<file path="src/hw/rtl/cdd_pkg.sv">
// Shared types, widths, class and register codes for the class decision debouncer.
// No dependencies; every other file but the macro header refers to this package.
package cdd_pkg;

  localparam int unsigned PROB_W     = 16;
  localparam int unsigned LEVEL_W    = 16;
  localparam int unsigned GATE_W     = 32;
  localparam int unsigned CFG_IDX_W  = 4;
  localparam int unsigned CFG_DATA_W = 32;
  localparam int unsigned HITS_W     = 8;
  localparam int unsigned PCT_W      = 7;
  localparam int unsigned SEQ_W      = 16;
  localparam int unsigned NUM_CLS    = 4;

  // Queue depth between front and back; must be a power of two.
  localparam int unsigned QDEPTH     = 2;

  localparam int unsigned HITS_FOR_OTHER_DEF = 3;
  localparam int unsigned HITS_FOR_EVENT_DEF = 2;

  typedef logic [1:0]        cls_t;
  typedef logic [PROB_W-1:0] prob_t;
  typedef logic [CFG_IDX_W-1:0] reg_idx_t;

  localparam cls_t CLS_COUGH  = 2'd0;
  localparam cls_t CLS_OTHER  = 2'd1;
  localparam cls_t CLS_SNEEZE = 2'd2;
  localparam cls_t CLS_SPEECH = 2'd3;

  localparam reg_idx_t REG_MIN_COUGH     = 4'd0;
  localparam reg_idx_t REG_MIN_OTHER     = 4'd1;
  localparam reg_idx_t REG_MIN_SNEEZE    = 4'd2;
  localparam reg_idx_t REG_MIN_SPEECH    = 4'd3;
  localparam reg_idx_t REG_STRONG_COUGH  = 4'd4;
  localparam reg_idx_t REG_STRONG_SNEEZE = 4'd5;
  localparam reg_idx_t REG_STRONG_SPEECH = 4'd6;
  localparam reg_idx_t REG_AUDIO_GATE    = 4'd7;

  localparam prob_t MIN_EVENT_RST = 16'd32768;
  localparam prob_t MIN_OTHER_RST = 16'd0;
  localparam prob_t STRONG_RST    = 16'd58982;
  localparam logic [GATE_W-1:0] GATE_RST = 32'd0;

  localparam logic [PCT_W-1:0] PCT_MAX = 7'd100;

  // One classified window as it travels from the front to the back.
  typedef struct packed {
    prob_t [NUM_CLS-1:0] prob;
    cls_t                top;
    logic                active;
    cls_t                prop;
    logic                firm;
  } cdd_item_t;

  typedef struct packed {
    cls_t              steady_cls;
    logic              cls_moved;
    logic [PCT_W-1:0]  conf_pct;
    logic [SEQ_W-1:0]  sequence_res;
    logic              cough_onset;
    cls_t              raw_top;
    logic              audio_active;
  } cdd_result_t;

endpackage

</file>
<file path="src/hw/rtl/cdd_in_if.sv">
// Input window channel: valid/ready handshake with the four class probabilities
// and the audio levels. Depends on cdd_pkg.
interface cdd_in_if;
  logic                         valid;
  logic                         ready;
  cdd_pkg::prob_t               prob_cough;
  cdd_pkg::prob_t               prob_other;
  cdd_pkg::prob_t               prob_sneeze;
  cdd_pkg::prob_t               prob_speech;
  logic [cdd_pkg::LEVEL_W-1:0]  audio_peak;
  logic [cdd_pkg::LEVEL_W-1:0]  audio_mean_abs;

  modport source (output valid, prob_cough, prob_other, prob_sneeze, prob_speech,
                  audio_peak, audio_mean_abs, input ready);
  modport sink   (input valid, prob_cough, prob_other, prob_sneeze, prob_speech,
                  audio_peak, audio_mean_abs, output ready);
endinterface

</file>
<file path="src/hw/rtl/cdd_out_if.sv">
// Result channel: valid/ready handshake with the debounced decision fields.
// Depends on cdd_pkg.
interface cdd_out_if;
  logic                        valid;
  logic                        ready;
  cdd_pkg::cls_t               steady_cls;
  logic                        cls_moved;
  logic [cdd_pkg::PCT_W-1:0]   conf_pct;
  logic [cdd_pkg::SEQ_W-1:0]   sequence_res;
  logic                        cough_onset;
  cdd_pkg::cls_t               raw_top;
  logic                        audio_active;

  modport source (output valid, steady_cls, cls_moved, conf_pct,
                  sequence_res, cough_onset, raw_top, audio_active, input ready);
  modport sink   (input valid, steady_cls, cls_moved, conf_pct,
                  sequence_res, cough_onset, raw_top, audio_active, output ready);
endinterface

</file>
<file path="src/hw/rtl/cdd_cfg_if.sv">
// Configuration write channel: valid/ready handshake with register index and data.
// Depends on cdd_pkg.
interface cdd_cfg_if;
  logic                            valid;
  logic                            ready;
  cdd_pkg::reg_idx_t               index;
  logic [cdd_pkg::CFG_DATA_W-1:0]  data;

  modport source (output valid, index, data, input ready);
  modport sink   (input valid, index, data, output ready);
endinterface

</file>
<file path="src/hw/rtl/cdd_front.sv">
// Front end: holds the configuration registers, accepts windows and classifies them
// (top class, audio gate, proposal, strong flag). Depends on cdd_pkg and the interfaces.
module cdd_front (
  input  logic               clk,
  input  logic               rst_n,
  cdd_in_if.sink             in_bus,
  cdd_cfg_if.sink            cfg_bus,
  input  logic               q_ready,
  output logic               q_push,
  output cdd_pkg::cdd_item_t q_item
);

  cdd_pkg::prob_t min_cough_r, min_other_r, min_sneeze_r, min_speech_r;
  cdd_pkg::prob_t strong_cough_r, strong_sneeze_r, strong_speech_r;
  logic [cdd_pkg::GATE_W-1:0] gate_r;

  cdd_pkg::prob_t [cdd_pkg::NUM_CLS-1:0] prob;
  cdd_pkg::cls_t  top;
  cdd_pkg::cls_t  prop;
  cdd_pkg::prob_t min_sel;
  cdd_pkg::prob_t pprob;
  logic           active;
  logic           firm;

  // Register writes are always taken; unknown indexes fall through harmlessly.
  assign cfg_bus.ready = 1'b1;

  always_ff @(posedge clk) begin
    if (!rst_n) begin
      min_cough_r     <= cdd_pkg::MIN_EVENT_RST;
      min_other_r     <= cdd_pkg::MIN_OTHER_RST;
      min_sneeze_r    <= cdd_pkg::MIN_EVENT_RST;
      min_speech_r    <= cdd_pkg::MIN_EVENT_RST;
      strong_cough_r  <= cdd_pkg::STRONG_RST;
      strong_sneeze_r <= cdd_pkg::STRONG_RST;
      strong_speech_r <= cdd_pkg::STRONG_RST;
      gate_r          <= cdd_pkg::GATE_RST;
    end else if (cfg_bus.valid) begin
      case (cfg_bus.index)
        cdd_pkg::REG_MIN_COUGH:     min_cough_r     <= cfg_bus.data[cdd_pkg::PROB_W-1:0];
        cdd_pkg::REG_MIN_OTHER:     min_other_r     <= cfg_bus.data[cdd_pkg::PROB_W-1:0];
        cdd_pkg::REG_MIN_SNEEZE:    min_sneeze_r    <= cfg_bus.data[cdd_pkg::PROB_W-1:0];
        cdd_pkg::REG_MIN_SPEECH:    min_speech_r    <= cfg_bus.data[cdd_pkg::PROB_W-1:0];
        cdd_pkg::REG_STRONG_COUGH:  strong_cough_r  <= cfg_bus.data[cdd_pkg::PROB_W-1:0];
        cdd_pkg::REG_STRONG_SNEEZE: strong_sneeze_r <= cfg_bus.data[cdd_pkg::PROB_W-1:0];
        cdd_pkg::REG_STRONG_SPEECH: strong_speech_r <= cfg_bus.data[cdd_pkg::PROB_W-1:0];
        cdd_pkg::REG_AUDIO_GATE:    gate_r          <= cfg_bus.data[cdd_pkg::GATE_W-1:0];
        default: ;
      endcase
    end
  end

  always_comb begin
    prob[cdd_pkg::CLS_COUGH]  = in_bus.prob_cough;
    prob[cdd_pkg::CLS_OTHER]  = in_bus.prob_other;
    prob[cdd_pkg::CLS_SNEEZE] = in_bus.prob_sneeze;
    prob[cdd_pkg::CLS_SPEECH] = in_bus.prob_speech;

    // Strictly greater, so a tie keeps the lower class index.
    top = cdd_pkg::CLS_COUGH;
    for (int i = 1; i < cdd_pkg::NUM_CLS; i++) begin
      if (prob[i] > prob[top]) begin
        top = cdd_pkg::cls_t'(i);
      end
    end

    active = (in_bus.audio_peak >= gate_r[cdd_pkg::LEVEL_W-1:0]) ||
             (in_bus.audio_mean_abs >= gate_r[cdd_pkg::GATE_W-1:cdd_pkg::LEVEL_W]);

    case (top)
      cdd_pkg::CLS_COUGH:  min_sel = min_cough_r;
      cdd_pkg::CLS_OTHER:  min_sel = min_other_r;
      cdd_pkg::CLS_SNEEZE: min_sel = min_sneeze_r;
      default:             min_sel = min_speech_r;
    endcase

    prop  = top;
    pprob = prob[top];
    if (!active || (prob[top] < min_sel)) begin
      prop  = cdd_pkg::CLS_OTHER;
      pprob = prob[cdd_pkg::CLS_OTHER];
    end

    // An other proposal is never strong.
    case (prop)
      cdd_pkg::CLS_COUGH:  firm = pprob >= strong_cough_r;
      cdd_pkg::CLS_SNEEZE: firm = pprob >= strong_sneeze_r;
      cdd_pkg::CLS_SPEECH: firm = pprob >= strong_speech_r;
      default:             firm = 1'b0;
    endcase

    q_item.prob   = prob;
    q_item.top    = top;
    q_item.active = active;
    q_item.prop   = prop;
    q_item.firm   = firm;
  end

  assign in_bus.ready = q_ready;
  assign q_push       = in_bus.valid && q_ready;

endmodule

</file>
<file path="src/hw/rtl/cdd_queue.sv">
// Short queue of classified windows between the front and the back end.
// Depends on cdd_pkg.
module cdd_queue (
  input  logic               clk,
  input  logic               rst_n,
  input  logic               push,
  input  cdd_pkg::cdd_item_t push_item,
  output logic               push_ready,
  output logic               head_valid,
  output cdd_pkg::cdd_item_t head_item,
  input  logic               pop
);

  localparam int unsigned PTR_W = (cdd_pkg::QDEPTH > 1) ? $clog2(cdd_pkg::QDEPTH) : 1;
  localparam int unsigned CNT_W = $clog2(cdd_pkg::QDEPTH + 1);
  localparam logic [CNT_W-1:0] CNT_FULL = CNT_W'(cdd_pkg::QDEPTH);

  cdd_pkg::cdd_item_t mem_r [cdd_pkg::QDEPTH];
  logic [PTR_W-1:0]   wr_ptr_r, wr_ptr_nxt;
  logic [PTR_W-1:0]   rd_ptr_r, rd_ptr_nxt;
  logic [CNT_W-1:0]   cnt_r, cnt_nxt;

  assign push_ready = cnt_r != CNT_FULL;
  assign head_valid = cnt_r != '0;
  assign head_item  = mem_r[rd_ptr_r];

  always_comb begin
    wr_ptr_nxt = push ? PTR_W'(wr_ptr_r + 1'b1) : wr_ptr_r;
    rd_ptr_nxt = pop  ? PTR_W'(rd_ptr_r + 1'b1) : rd_ptr_r;
    cnt_nxt    = cnt_r;
    if (push && !pop) begin
      cnt_nxt = CNT_W'(cnt_r + 1'b1);
    end else if (pop && !push) begin
      cnt_nxt = CNT_W'(cnt_r - 1'b1);
    end
  end

  always_ff @(posedge clk) begin
    if (!rst_n) begin
      wr_ptr_r <= '0;
      rd_ptr_r <= '0;
      cnt_r    <= '0;
    end else begin
      wr_ptr_r <= wr_ptr_nxt;
      rd_ptr_r <= rd_ptr_nxt;
      cnt_r    <= cnt_nxt;
    end
  end

  always_ff @(posedge clk) begin
    if (push) begin
      mem_r[wr_ptr_r] <= push_item;
    end
  end

endmodule

</file>
<file path="src/hw/rtl/cdd_back.sv">
// Back end: hit counting, confirmation and the stable class, percent and sequence
// number, with the registered result beat. Depends on cdd_pkg and cdd_out_if.
module cdd_back #(
  parameter int unsigned HITS_FOR_OTHER = cdd_pkg::HITS_FOR_OTHER_DEF,
  parameter int unsigned HITS_FOR_EVENT = cdd_pkg::HITS_FOR_EVENT_DEF
) (
  input  logic               clk,
  input  logic               rst_n,
  input  logic               head_valid,
  input  cdd_pkg::cdd_item_t head_item,
  output logic               pop,
  cdd_out_if.source          out_bus
);

  localparam logic [cdd_pkg::HITS_W-1:0] NEED_OTHER = cdd_pkg::HITS_W'(HITS_FOR_OTHER);
  localparam logic [cdd_pkg::HITS_W-1:0] NEED_EVENT = cdd_pkg::HITS_W'(HITS_FOR_EVENT);

  cdd_pkg::cls_t                pend_class_r;
  logic [cdd_pkg::HITS_W-1:0]   pend_hits_r, pend_hits_nxt;
  cdd_pkg::cls_t                conf_class_r, conf_class_nxt;
  logic                         conf_valid_r;
  logic [cdd_pkg::SEQ_W-1:0]    count_r, count_nxt;
  logic                         out_valid_r;
  cdd_pkg::cdd_result_t         result_r, result_nxt;

  logic [cdd_pkg::HITS_W-1:0]   need;
  logic                         confirmed;
  logic                         changed;
  cdd_pkg::prob_t               sel_prob;
  logic [23:0]                  scaled;
  logic [23:0]                  quot_sum;
  logic [7:0]                   quot;
  logic [cdd_pkg::PCT_W-1:0]    percent;

  assign pop = head_valid && (!out_valid_r || out_bus.ready);

  always_comb begin
    if (head_item.prop == pend_class_r) begin
      pend_hits_nxt = (pend_hits_r == '1) ? pend_hits_r
                                          : cdd_pkg::HITS_W'(pend_hits_r + 1'b1);
    end else begin
      pend_hits_nxt = cdd_pkg::HITS_W'(1);
    end

    need      = (head_item.prop == cdd_pkg::CLS_OTHER) ? NEED_OTHER : NEED_EVENT;
    confirmed = head_item.firm || (pend_hits_nxt >= need);
    changed   = confirmed && (!conf_valid_r || (head_item.prop != conf_class_r));

    // Until the first confirmation the class register still holds other.
    conf_class_nxt = changed ? head_item.prop : conf_class_r;
    count_nxt      = cdd_pkg::SEQ_W'(count_r + 1'b1);

    // Percent is floor((200p + 65535) / 131070). Halving first leaves a division
    // by 65535, done as (y + (y >> 16) + 1) >> 16, exact for these magnitudes.
    sel_prob = head_item.prob[conf_class_nxt];
    scaled   = {1'b0, sel_prob, 7'd0} + {2'd0, sel_prob, 6'd0} + {5'd0, sel_prob, 3'd0}
               + 24'd65535;
    quot_sum = {1'b0, scaled[23:1]} + {17'd0, scaled[23:17]} + 24'd1;
    quot     = quot_sum[23:16];
    percent  = (quot > {1'b0, cdd_pkg::PCT_MAX}) ? cdd_pkg::PCT_MAX
                                                 : quot[cdd_pkg::PCT_W-1:0];

    result_nxt.steady_cls   = conf_class_nxt;
    result_nxt.cls_moved    = changed;
    result_nxt.conf_pct     = percent;
    result_nxt.sequence_res = count_nxt;
    result_nxt.cough_onset  = changed && (head_item.prop == cdd_pkg::CLS_COUGH);
    result_nxt.raw_top      = head_item.top;
    result_nxt.audio_active = head_item.active;
  end

  always_ff @(posedge clk) begin
    if (!rst_n) begin
      pend_class_r <= cdd_pkg::CLS_OTHER;
      pend_hits_r  <= '0;
      conf_class_r <= cdd_pkg::CLS_OTHER;
      conf_valid_r <= 1'b0;
      count_r      <= '0;
      out_valid_r  <= 1'b0;
    end else if (pop) begin
      pend_class_r <= head_item.prop;
      pend_hits_r  <= pend_hits_nxt;
      conf_class_r <= conf_class_nxt;
      conf_valid_r <= conf_valid_r | changed;
      count_r      <= count_nxt;
      out_valid_r  <= 1'b1;
    end else if (out_bus.ready) begin
      out_valid_r  <= 1'b0;
    end
  end

  always_ff @(posedge clk) begin
    if (pop) begin
      result_r <= result_nxt;
    end
  end

  assign out_bus.valid        = out_valid_r;
  assign out_bus.steady_cls   = result_r.steady_cls;
  assign out_bus.cls_moved    = result_r.cls_moved;
  assign out_bus.conf_pct     = result_r.conf_pct;
  assign out_bus.sequence_res = result_r.sequence_res;
  assign out_bus.cough_onset  = result_r.cough_onset;
  assign out_bus.raw_top      = result_r.raw_top;
  assign out_bus.audio_active = result_r.audio_active;

endmodule

</file>
<file path="src/hw/rtl/class_decision_debouncer.sv">
// Class decision debouncer top level; depends on cdd_pkg, the channel interfaces and
// cdd_front, cdd_queue, cdd_back. Once a window is accepted, its result beat passes
// through the queue and then the output register, and holds until taken. One window
// is accepted every cycle while the queue has room; the two-entry queue and the output
// register let input and output stall independently. Reset (synchronous, active low)
// restores the register defaults and clears queue, hit count, class and sequence at once.
module class_decision_debouncer #(
  parameter int unsigned HITS_FOR_OTHER = cdd_pkg::HITS_FOR_OTHER_DEF,
  parameter int unsigned HITS_FOR_EVENT = cdd_pkg::HITS_FOR_EVENT_DEF
) (
  input  logic      clk,
  input  logic      rst_n,
  cdd_in_if.sink    in_bus,
  cdd_out_if.source out_bus,
  cdd_cfg_if.sink   cfg_bus
);

  logic               q_push;
  logic               q_ready;
  cdd_pkg::cdd_item_t q_item;
  logic               head_valid;
  cdd_pkg::cdd_item_t head_item;
  logic               pop;

  cdd_front u_front (
    .clk     (clk),
    .rst_n   (rst_n),
    .in_bus  (in_bus),
    .cfg_bus (cfg_bus),
    .q_ready (q_ready),
    .q_push  (q_push),
    .q_item  (q_item)
  );

  cdd_queue u_queue (
    .clk        (clk),
    .rst_n      (rst_n),
    .push       (q_push),
    .push_item  (q_item),
    .push_ready (q_ready),
    .head_valid (head_valid),
    .head_item  (head_item),
    .pop        (pop)
  );

  cdd_back #(
    .HITS_FOR_OTHER (HITS_FOR_OTHER),
    .HITS_FOR_EVENT (HITS_FOR_EVENT)
  ) u_back (
    .clk        (clk),
    .rst_n      (rst_n),
    .head_valid (head_valid),
    .head_item  (head_item),
    .pop        (pop),
    .out_bus    (out_bus)
  );

endmodule

</file>
<file path="src/flat_wrapper.sv">
// flat-port wrapper written by rule: the top's interface ports become plain ports
module class_decision_debouncer_flat 
#(
  parameter int unsigned HITS_FOR_OTHER = cdd_pkg::HITS_FOR_OTHER_DEF,
  parameter int unsigned HITS_FOR_EVENT = cdd_pkg::HITS_FOR_EVENT_DEF
)
  (clk, rst_n, in_bus_valid, in_bus_prob_cough, in_bus_prob_other, in_bus_prob_sneeze, in_bus_prob_speech, in_bus_audio_peak, in_bus_audio_mean_abs, in_bus_ready, out_bus_valid, out_bus_steady_cls, out_bus_cls_moved, out_bus_conf_pct, out_bus_sequence_res, out_bus_cough_onset, out_bus_raw_top, out_bus_audio_active, out_bus_ready, cfg_bus_valid, cfg_bus_index, cfg_bus_data, cfg_bus_ready);
  cdd_in_if in_bus_i ();
  cdd_out_if out_bus_i ();
  cdd_cfg_if cfg_bus_i ();
  input  logic clk;
  input  logic rst_n;
  input wire logic [$bits(in_bus_i.valid)-1:0] in_bus_valid;
  input wire logic [$bits(in_bus_i.prob_cough)-1:0] in_bus_prob_cough;
  input wire logic [$bits(in_bus_i.prob_other)-1:0] in_bus_prob_other;
  input wire logic [$bits(in_bus_i.prob_sneeze)-1:0] in_bus_prob_sneeze;
  input wire logic [$bits(in_bus_i.prob_speech)-1:0] in_bus_prob_speech;
  input wire logic [$bits(in_bus_i.audio_peak)-1:0] in_bus_audio_peak;
  input wire logic [$bits(in_bus_i.audio_mean_abs)-1:0] in_bus_audio_mean_abs;
  output wire logic [$bits(in_bus_i.ready)-1:0] in_bus_ready;
  output wire logic [$bits(out_bus_i.valid)-1:0] out_bus_valid;
  output wire logic [$bits(out_bus_i.steady_cls)-1:0] out_bus_steady_cls;
  output wire logic [$bits(out_bus_i.cls_moved)-1:0] out_bus_cls_moved;
  output wire logic [$bits(out_bus_i.conf_pct)-1:0] out_bus_conf_pct;
  output wire logic [$bits(out_bus_i.sequence_res)-1:0] out_bus_sequence_res;
  output wire logic [$bits(out_bus_i.cough_onset)-1:0] out_bus_cough_onset;
  output wire logic [$bits(out_bus_i.raw_top)-1:0] out_bus_raw_top;
  output wire logic [$bits(out_bus_i.audio_active)-1:0] out_bus_audio_active;
  input wire logic [$bits(out_bus_i.ready)-1:0] out_bus_ready;
  input wire logic [$bits(cfg_bus_i.valid)-1:0] cfg_bus_valid;
  input wire logic [$bits(cfg_bus_i.index)-1:0] cfg_bus_index;
  input wire logic [$bits(cfg_bus_i.data)-1:0] cfg_bus_data;
  output wire logic [$bits(cfg_bus_i.ready)-1:0] cfg_bus_ready;
  assign in_bus_i.valid = in_bus_valid;
  assign in_bus_i.prob_cough = in_bus_prob_cough;
  assign in_bus_i.prob_other = in_bus_prob_other;
  assign in_bus_i.prob_sneeze = in_bus_prob_sneeze;
  assign in_bus_i.prob_speech = in_bus_prob_speech;
  assign in_bus_i.audio_peak = in_bus_audio_peak;
  assign in_bus_i.audio_mean_abs = in_bus_audio_mean_abs;
  assign in_bus_ready = in_bus_i.ready;
  assign out_bus_valid = out_bus_i.valid;
  assign out_bus_steady_cls = out_bus_i.steady_cls;
  assign out_bus_cls_moved = out_bus_i.cls_moved;
  assign out_bus_conf_pct = out_bus_i.conf_pct;
  assign out_bus_sequence_res = out_bus_i.sequence_res;
  assign out_bus_cough_onset = out_bus_i.cough_onset;
  assign out_bus_raw_top = out_bus_i.raw_top;
  assign out_bus_audio_active = out_bus_i.audio_active;
  assign out_bus_i.ready = out_bus_ready;
  assign cfg_bus_i.valid = cfg_bus_valid;
  assign cfg_bus_i.index = cfg_bus_index;
  assign cfg_bus_i.data = cfg_bus_data;
  assign cfg_bus_ready = cfg_bus_i.ready;
  class_decision_debouncer #(.HITS_FOR_OTHER(HITS_FOR_OTHER), .HITS_FOR_EVENT(HITS_FOR_EVENT)) u_core (.clk(clk), .rst_n(rst_n), .in_bus(in_bus_i), .out_bus(out_bus_i), .cfg_bus(cfg_bus_i));
endmodule
</file>
<file path="config.mk">
export PLATFORM = sky130hd
export DESIGN_NAME = class_decision_debouncer_flat
export DESIGN_NICKNAME = d
export VERILOG_FILES = /design/src/hw/rtl/cdd_pkg.sv /design/src/hw/rtl/cdd_in_if.sv /design/src/hw/rtl/cdd_out_if.sv /design/src/hw/rtl/cdd_cfg_if.sv /design/src/hw/rtl/cdd_front.sv /design/src/hw/rtl/cdd_queue.sv /design/src/hw/rtl/cdd_back.sv /design/src/hw/rtl/class_decision_debouncer.sv /design/src/flat_wrapper.sv
export SDC_FILE = /design/constraint.sdc
export NUM_CORES = 1
export LEC_CHECK = 0
export ABC_AREA = 1
export BUFFER_PORTS_ARGS = -buffer_cell sky130_fd_sc_hd__buf_2
export CAP_MARGIN = 5
export CORE_ASPECT_RATIO = 0.75
export CORE_MARGIN = 4
export CORE_UTILIZATION = 30
export CTS_BUF_LIST = sky130_fd_sc_hd__clkbuf_4
export DETAILED_ROUTE_END_ITERATION = 6
export PLACE_DENSITY_LB_ADDON = 0.08
export SETUP_SLACK_MARGIN = 0.2
export SLEW_MARGIN = 10
export SYNTH_ARGS = -nofsm -noshare
export SYNTH_HDL_FRONTEND = slang
export SYNTH_SLANG_ARGS = --single-unit
</file>
<file path="constraint.sdc">
create_clock -name clk -period 12.25 [get_ports clk]
set_clock_uncertainty 0.2 [all_clocks]
set_input_delay 0.6125 -clock clk [delete_from_list [all_inputs] [get_ports clk]]
set_output_delay 0.6125 -clock clk [all_outputs]
set_load 0.05 [all_outputs]
</file>
-- Word level (Yosys, flattened, before mapping)
Memory sizes are Yosys's and may differ from the RTL's. A register that Yosys moved wholly into a read port is not among the register bits.
Cells that the tools add are included.
- register bits: 208
- RAM bits: 140
- output and inout bits: 33
- memories kept: 1
- memory list (name ; words ; bits a word ; read ports ; clocked after memory_dff ; wr ports ; RTL line ; source):
    u_core.u_queue.mem_r ; 2 ; 70 ; 1 ; 1 ; 1 ; cdd_queue.sv:18 ; cdd_pkg::cdd_item_t mem_r [cdd_pkg::QDEPTH];
- add/sub/neg operators: 11
- order comparisons: 15
- eq/ne operators: 16
- multiplexer cells: 27
- bitwise operators: 1
- reductions and logical operators: 31
- operators with widths (operator ; count):
    binary-select mux 16 bit (select 2 bit) ; 4
    >= comparator 16 bit ; 5
    2-to-1 mux 16 bit ; 5
    > comparator 16 bit ; 3
    one-hot mux 16 bit (3 select lines) ; 1
    adder 23 x 22 -> 24 bit ; 1
    adder 23 x 7 -> 24 bit ; 1
    adder 24 x 1 -> 24 bit, second input constant ; 1
    adder 24 x 16 -> 24 bit, second input constant ; 1
    adder 24 x 19 -> 24 bit ; 1
    adder 16 x 1 -> 16 bit, second input constant ; 1
    equality test 4 x 3 -> 1 bit, second input constant ; 4
    less-than comparator 16 bit ; 1
    2-to-1 mux 8 bit ; 2
    AND reduction 2 bit ; 8
    less-than comparator 2 x 3 -> 1 bit, second input constant ; 4
    2-to-1 mux 2 bit ; 6
    adder 8 x 1 -> 8 bit, second input constant ; 1
    equality test 4 x 2 -> 1 bit, second input constant ; 2
    equality test 8 bit, second input constant ; 1
    >= comparator 8 x 2 -> 1 bit ; 1
    > comparator 8 x 7 -> 1 bit, second input constant ; 1
    2-to-1 mux 1 bit ; 8
    equality test 2 bit, second input constant ; 3
    other kinds (16) ; 35

-- Logic depth before layout (Yosys ltp)
Gate-level depths: netlist (run 1).
- depth after elaboration: 17
- mapped depth: 79
- depth with buffers taken out: 75

-- By module
From an unflattened synthesis (run 1), not the netlist that was laid out.
- cell total of the unflattened synthesis: 2516
- area total of the unflattened synthesis: 21525.6 µm²
- modules (own cells, without submodules) (module ; times used ; cells an instance ; area each (µm²)):
    cdd_front ; 1 ; 1446 ; 10187.3
    cdd_back ; 1 ; 817 ; 5704.2
    cdd_queue ; 1 ; 253 ; 5634.2

-- Least setup slack after synthesis (run 1)
No wires, ideal clock.
- kind: input to register
- start point: input in_bus_prob_cough[15]
- end point: memory u_core.u_queue.mem_r[0][0] (netlist name), data pin
- arrival: 8.435 ns
- data required time: 11.796 ns
- slack: 3.361 ns
- stages on the path: 57
- path through: inv_1 ha_1 nand2_1 nor3_1 nand3_1 nand2_1 clkbuf_1 clkbuf_1 o21ai_0 ha_1 nand2_1 nor3_2 inv_2 nor2_2 inv_2 nand2_2 clkbuf_1 clkbuf_1 (+21 left out) buf_4 o21ai_1 ha_1 inv_1 a21boi_0 o21a_1 o21a_1 o21a_1 o21a_1 o21ai_0 nand2_1 nand2_1 nand2_1 a21oi_1 o21a_1 nor2_1 nor2_1 nor2_1
- RTL lines (element ; RTL line ; source):
    start, declared ; flat_wrapper.sv:14 ; input wire logic [$bits(in_bus_i.prob_cough)-1:0] in_bus_prob_cough;
    end, declared ; cdd_queue.sv:18 ;

==> results of run 1 <==
registers in the layout, indices dropped and copies added, names as in the netlist, 2 cells and up, named ones only:
| register | count |
|---|---|
| u_core.u_front.strong_sneeze_r | 16 |
| u_core.u_back.pend_class_r | 2 |
| u_core.u_back.out_bus.conf_pct | 7 |
| u_core.u_queue.cnt_r | 2 |
| u_core.u_front.min_sneeze_r | 16 |
| u_core.u_front.min_cough_r | 16 |
| u_core.u_front.min_speech_r | 16 |
| u_core.u_front.strong_speech_r | 16 |
| u_core.u_front.strong_cough_r | 16 |
| u_core.u_back.conf_class_r | 2 |
| u_core.u_back.pend_hits_r | 8 |
| u_core.u_front.gate_r | 32 |
| u_core.u_back.out_bus.steady_cls | 2 |
| u_core.u_back.out_bus.raw_top | 2 |
| u_core.u_back.out_bus.sequence_res | 16 |
| u_core.u_back.count_r | 16 |
| u_core.u_queue.mem_r | 140 |
| u_core.u_front.min_other_r | 16 |
path summary, 6_finish.rpt:
check | start | endpoint | slack, ps | depth (start not counted)
max reg2reg | flip-flop | u_core.u_back.out_bus.conf_pct[1] | 2850 | 48
min | cfg_bus_index[3] | u_core.u_front.min_cough_r[15] | 100 | 5
min reg2reg | u_core.u_queue.rd_ptr_r | flip-flop | 240 | 1
max | in_bus_prob_other[7] | u_core.u_queue.mem_r[1][0] | 1320 | 60
synth_stat cells, types with 7 or more instances:
cell type | count | area share
dfxtp_1 | 179 | 0.18
o21ai_0 | 273 | 0.069
clkbuf_1 | 85 | 0.016
xor2_1 | 25 | 0.011
nand4_1 | 14 | 0.0044
a211oi_1 | 7 | 0.0027
o211ai_1 | 45 | 0.017
nor2_1 | 241 | 0.046
o22ai_1 | 9 | 0.0029
nand2_2 | 9 | 0.0029
or2_2 | 44 | 0.014
nand3_1 | 71 | 0.018
ha_1 | 194 | 0.12
edfxtp_1 | 170 | 0.26
inv_1 | 297 | 0.056
a21oi_1 | 205 | 0.052
fa_1 | 13 | 0.013
o21ai_1 | 17 | 0.0043
inv_2 | 14 | 0.0027
nand2_1 | 302 | 0.057
nor3_1 | 14 | 0.0035
o21a_1 | 10 | 0.0038
area by class of cell:
cell class,instances,share of cell area
Multi-Input combinational cell,1562,0.398
Clock buffer,154,0.0486
Inverter,317,0.0502
Antenna cell,2,0.000210
Timing Repair Buffer,292,0.0855
Clock inverter,22,0.00642
Sequential cell,349,0.365
Tap cell,871,0.0458
what timing repair did:
action / in CTS / in global routing
resized for setup: 0 / 1
endpoints found under the setup margin: 0 / 2
hold endpoints to repair: 273 / 0
hold buffers: 104 / 0
routing by layer:
layer | up-vias | global-route usage | part of all wire
met1 | 7919 | 0.260 | 0.51
met5 | - | 0 | 0
li1 | 8502 | - | -
met4 | 0 | 0.0457 | 0.018
met2 | 374 | 0.261 | 0.42
met3 | 86 | 0.0374 | 0.051
worst max-delay path: cells and delay by family:
kind            cells  cell delay [ps]
fa+ha+maj           5             1580
buf+inv             7             1840
simple gates       35             4780
compound gates     13             2550
through the flow:
step / util / hold slack, ps / instance area (um^2) / cells / setup slack [ps]
2_1_floorplan: - / 224 / 19800 / 2329 / 3360
3_3_place_gp: 0.329 / 229 / 21400 / 3287 / 1020
3_5_place_dp: 0.329 / 243 / 21400 / 3287 / 844
4_1_cts: 0.365 / 0.946 / 23800 / 3567 / 1250
5_1_grt: 0.365 / 63.1 / 23800 / 3569 / 272
6_report: 0.365 / 103 / 23800 / 3569 / 1320
cell families after synthesis:
logic type | count (synthesis) | synth area share
buf+inv | 418 | 0.0828
xor+xnor | 32 | 0.0146
fa+ha+maj | 207 | 0.136
simple gates | 713 | 0.153
other cells | 1 | 0.000190
compound gates | 607 | 0.171
flops | 349 | 0.440
mux | 2 | 0.00165
==> results by group, run 1 <==
CTS
  – # Post-CTS Setup Buffers: 0
  – Clock Path Buffers: 3
  – # clock sinks: 349
  – Root Buffer: clkbuf_4
  – CTS H-tree depth: 3
  – Clk Latency, worst-skew pair: 850 ps
  – Num CTS Buffers: a little under 100
  – CTS clock-pin slew for the worst setup and hold paths: 60 ps
  – CTS tree: done

Synthesis
  – Netlist cell types: 63
  – Syn Std Cell Area: 0.0198 mm^2
  – Post-Syn Nets: 2673
  – Dominant synthesized flop cell: dfxtp_1
  – Mean Syn Cell Area: 8.48 um^2
  – Post-synth EDFFs: 170
  – #FFs+latches synth: 349
  – Syn. warnings: 0
  – Post-synthesis sequential area ratio: 0.440
  – Async set-or-reset flop fraction in the synthesized netlist: 0
  – Cells after Synth: 2329

Drt
  – DRC: 0
  – Routed wire per std cell: 17.5 um
  – Pre-antenna DRT Iters: 5
  – DRT iter0 DRCs: 1136
  – DR vias: 16881
  – Vias/cell: 4.73
  – Antenna Nets Post-Route: 0
  – Drt total wl: 62.4 mm

Worst setup path
  – Kind of critical path: input pin to flip-flop
  – Setup crit start kind: input pin
  – Worst path max stage delay: 540 ps
  – Worst-path fanout max: 46
  – Worst Path Required: 12670 ps
  – CP Data Arrival Time: 11350 ps
  – Most used cell, CP: nand2_1
  – Critical Path Slowest Stage Cell: dlygate4sd3_1
  – CP Capture Type: flip-flop

Final layout
  – Final net count: 2965
  – Area of the multi-input gates: 0.00947 mm^2
  – Most common cell after layout, fill and taps aside: nand2_1
  – Layout area overhead: 20.4%
  – Layout cells sized above 1: 0.167
  – Most frequent cells in the layout: nand2_1 (302), inv_1 (297), o21ai_0 (273)
  – Register area: roughly 0.0087 mm^2
  – Fill count: 6829

STA
  – Final Hold Viols: 0
  – Final setup viols: 0
  – Minimum clock period: 10930 ps
  – Worst-Margin Slew: just over 1000 ps
  – Post-route setup TNS: 0 ps
  – Unrepaired setup endpoints after global routing: no
  – Slew HR: 0.329
  – Pins over their slew limit: 0
  – Max Freq: 91.5 MHz
  – Period utilization: 0.893

Global routing
  – Gr usage total: 0.176
  – Antenna violations before repair: 1
  – Largest net degree at the start of global routing: 105
  – Remaining Overflow, GRT: 0
  – Vias in the first global route: 16371
  – First-pass GRT wire length: between 90 and 100 mm

Die
  – Io pins: 170
  – Die X: 304 um
  – Initial core utilization: 0.303
  – CORE AREA: roughly 0.065 mm^2
  – Die height: about 230 um
  – Core Rows: 81
  – Die area: between 0.07 and 0.08 mm^2

Min path
  – HP Class: input pin to flip-flop

Place
  – Post-DP HPWL: approximately 45 mm
  – I/O Buffers: 168
  – GPL Wtd Cong: around 0.84

Outcome
  – Status: completed

Run
  – # Max-Cap Violations: 0
Power of run 1 is not shown: default switching activity piles up to over one toggle a cycle in this logic, so the estimate is an artifact.
==> run 2: changes to the inputs <==
ABC_AREA = unset   (was 1)
==> run 2 against run 1 <==
Sequential share of layout area shrank 0.81 points. Fmax shrank 4.0%. Largest cell class unchanged. First-iteration DRC count shrank 13%. Via count shrank 0.29%. Critical endpoint unchanged.
==> results by group, run 2 <==
Drt
  – Antenna Nets Post-Route: 0
  – Vias/cell: ~5
  – Pre-antenna DRT Iters: 5
  – DRT iter0 DRCs: a little under 1000
  – DRC: 0
  – Drt total wl: between 60 and 70 mm
  – DR vias: 16832
  – Routed wire per std cell: 19.3 um

Global routing
  – Grt met3 use: 0.0363
  – Largest net degree at the start of global routing: just over 90
  – Met1 usage: 0.258
  – Gr busiest metal: met2
  – First-pass GRT wire length: between 90 and 100 mm
  – GR met2 Demand/Resource: 0.270
  – Antenna violations before repair: 4
  – Vias in the first global route: 16615
  – Remaining Overflow, GRT: 0
  – Gr usage total: 0.178

Synthesis
  – Dominant synthesized flop cell: dfxtp_1
  – #FFs+latches synth: between 300 and 400
  – Post-synthesis sequential area ratio: 0.426
  – Netlist cell types: 74
  – Post-synth EDFFs: 170
  – Post-synth top cells: nand2_1 (325), a21oi_1 (202), ha_1 (194)
  – Async set-or-reset flop fraction in the synthesized netlist: 0
  – Yosys top cell area share: 0.251
  – Count leader, synth: nand2_1
  – Cells after Synth: 2113
  – Syn Std Cell Area: 0.0204 mm^2
  – Ranking of synthesized cells by area: edfxtp_1 (25%), dfxtp_1 (18%), ha_1 (12%), nand2_1 (6.0%), a21oi_1 (5.0%)
  – Synth area leader: edfxtp_1
  – Post-Syn Nets: 2457
  – Syn. warnings: 0
  – Mean Syn Cell Area: 9.64 um^2

STA
  – Setup ws final: 864 ps
  – Slew HR: 0.254
  – Min Hold Slack: 223 ps
  – Unrepaired setup endpoints after global routing: no
  – Max Freq: between 80 and 90 MHz
  – Minimum clock period: ~11000 ps
  – Final Hold Viols: 0
  – Final setup viols: 0
  – Period utilization: 0.929
  – Worst-Margin Slew: 1120 ps
  – Post-route setup TNS: 0 ps
  – Pins over their slew limit: 0

Place
  – I/O Buffers: 168
  – Pre-CTS WS: -245 ps
  – Post-DP HPWL: between 40 and 50 mm
  – GPL Wtd Cong: approximately 0.8
  – Dpl cell area: between 0.02 and 0.025 mm^2

Worst setup path
  – Critical Path Slowest Stage Cell: a2111oi_0
  – Slack of the worst reg-to-reg path: 2050 ps
  – Worst-path fanout max: 29
  – Worst path max stage delay: between 500 and 600 ps
  – WP buf/inv: 5
  – CP Capture Type: flip-flop
  – CP top delay family: compound AO/OA/AOI/OAI gates
  – Setup crit start kind: input pin
  – Worst Path Required: 12640 ps
  – RR Endpoint: u_core.u_back.out_bus.conf_pct[2]
  – Most used cell, CP: ha_1
  – Stages on worst setup path: 44
  – CP Data Arrival Time: 11780 ps
  – Kind of critical path: input pin to flip-flop
  – Register-to-Register Path Depth: 33

CTS
  – # Post-CTS Setup Buffers: 0
  – # clock sinks: 349
  – Num CTS Buffers: 98
  – CTS clock-pin slew for the worst setup and hold paths: 60 ps
  – Clock Path Buffers: 3
  – Root Buffer: clkbuf_4
  – Clk Latency, worst-skew pair: 860 ps
  – CTS H-tree depth: 3
  – CTS tree: done

Final layout
  – Layout cells sized above 1: 0.175
  – Register area: a little under 0.009 mm^2
  – Fill count: 6833
  – Top Registers: u_core.u_queue.mem_r: 140 flops, u_core.u_front.gate_r: 32 flops
  – Register with the most flip-flops: u_core.u_queue.mem_r
  – Fin area: 0.0243 mm^2
  – Layout area overhead: 19.4%
  – Most frequent cells in the layout: nand2_1 (323), a21oi_1 (202), ha_1 (194)
  – Most common cell after layout, fill and taps aside: nand2_1
  – Max reg flops: 140
  – Area of the multi-input gates: between 0.01 and 0.015 mm^2
  – Final net count: 2721

Die
  – Core Rows: 82
  – Die area: 0.0722 mm^2
  – Die X: 309 um
  – Die height: 234 um
  – CORE AREA: 0.0670 mm^2
  – Io pins: between 150 and 200
  – Initial core utilization: 0.304

Run
  – # Max-Cap Violations: 0

Min path
  – Worst Hold Depth: 5
  – Endpoint, Worst Hold: u_core.u_front.strong_speech_r[0]
  – HP Class: input pin to flip-flop
  – Min-delay src: cfg_bus_index[0]

Outcome
  – Status: completed
run 2: how the worst max path moves through the flow:
stage / startpoint / to / slack [ps]
CTS: in_bus_prob_cough[11] / u_core.u_queue.mem_r[1][0] / 210
global route: in_bus_prob_cough[11] / u_core.u_queue.mem_r[1][0] / 270
finish: in_bus_prob_cough[11] / u_core.u_queue.mem_r[1][0] / 860
global placement: in_bus_prob_cough[15] / u_core.u_queue.mem_r[0][0] / -170
floorplan: in_bus_prob_cough[13] / u_core.u_queue.mem_r[0][0] / 440
detailed placement: in_bus_prob_cough[15] / u_core.u_queue.mem_r[1][0] / -240
run 2: metal layers:
metal / routed length, um / share of wire
met5: 0 / 0
met4: 1280 / 0.020
met3: 3300 / 0.051
met2: 28000 / 0.43
met1: 31900 / 0.49
run 2: final cells by class:
| type | count | area share |
|---|---|---|
| Clock inverter | 28 | 0.00597 |
| Antenna cell | 9 | 0.000926 |
| Clock buffer | 146 | 0.0451 |
| Inverter | 147 | 0.0228 |
| Timing Repair Buffer | 292 | 0.0830 |
| Tap cell | 882 | 0.0454 |
| Sequential cell | 349 | 0.357 |
| Multi-Input combinational cell | 1489 | 0.440 |
run 2: kinds of logic after synthesis:
| logic type | count (synthesis) | synth area share |
|---|---|---|
| and+or+nand+nor | 633 | 0.140 |
| xor gates and xnor gates | 46 | 0.0198 |
| DFF | 349 | 0.426 |
| other | 1 | 0.000184 |
| buffers and inverters | 275 | 0.0527 |
| adders and majority gates | 207 | 0.132 |
| muxes | 84 | 0.0624 |
| AOI/OAI and AO/OA | 518 | 0.167 |
run 2: tightest hold or removal path, cell delays in order:
cell and delay (ps):
buf_2 220, nor3b_2 70, buf_4 210, nand2_1 90
a21oi_1 50
run 2: what timing repair did:
item | CTS | global route
endpoints found under the hold margin | 274 | 0
hold buffers | 99 | 0
endpoints found under the setup margin | 0 | 2
resized for setup | 0 | 6
run 2: metrics by stage:
stage | std cells | util
final | 3342 | 0.363
after global routing | 3341 | 0.363
after detailed placement | 3060 | 0.329
after global placement | 3060 | 0.329
after CTS | 3333 | 0.362
after floorplan | 2113 | -
Power of run 2 is left out for the same reason.
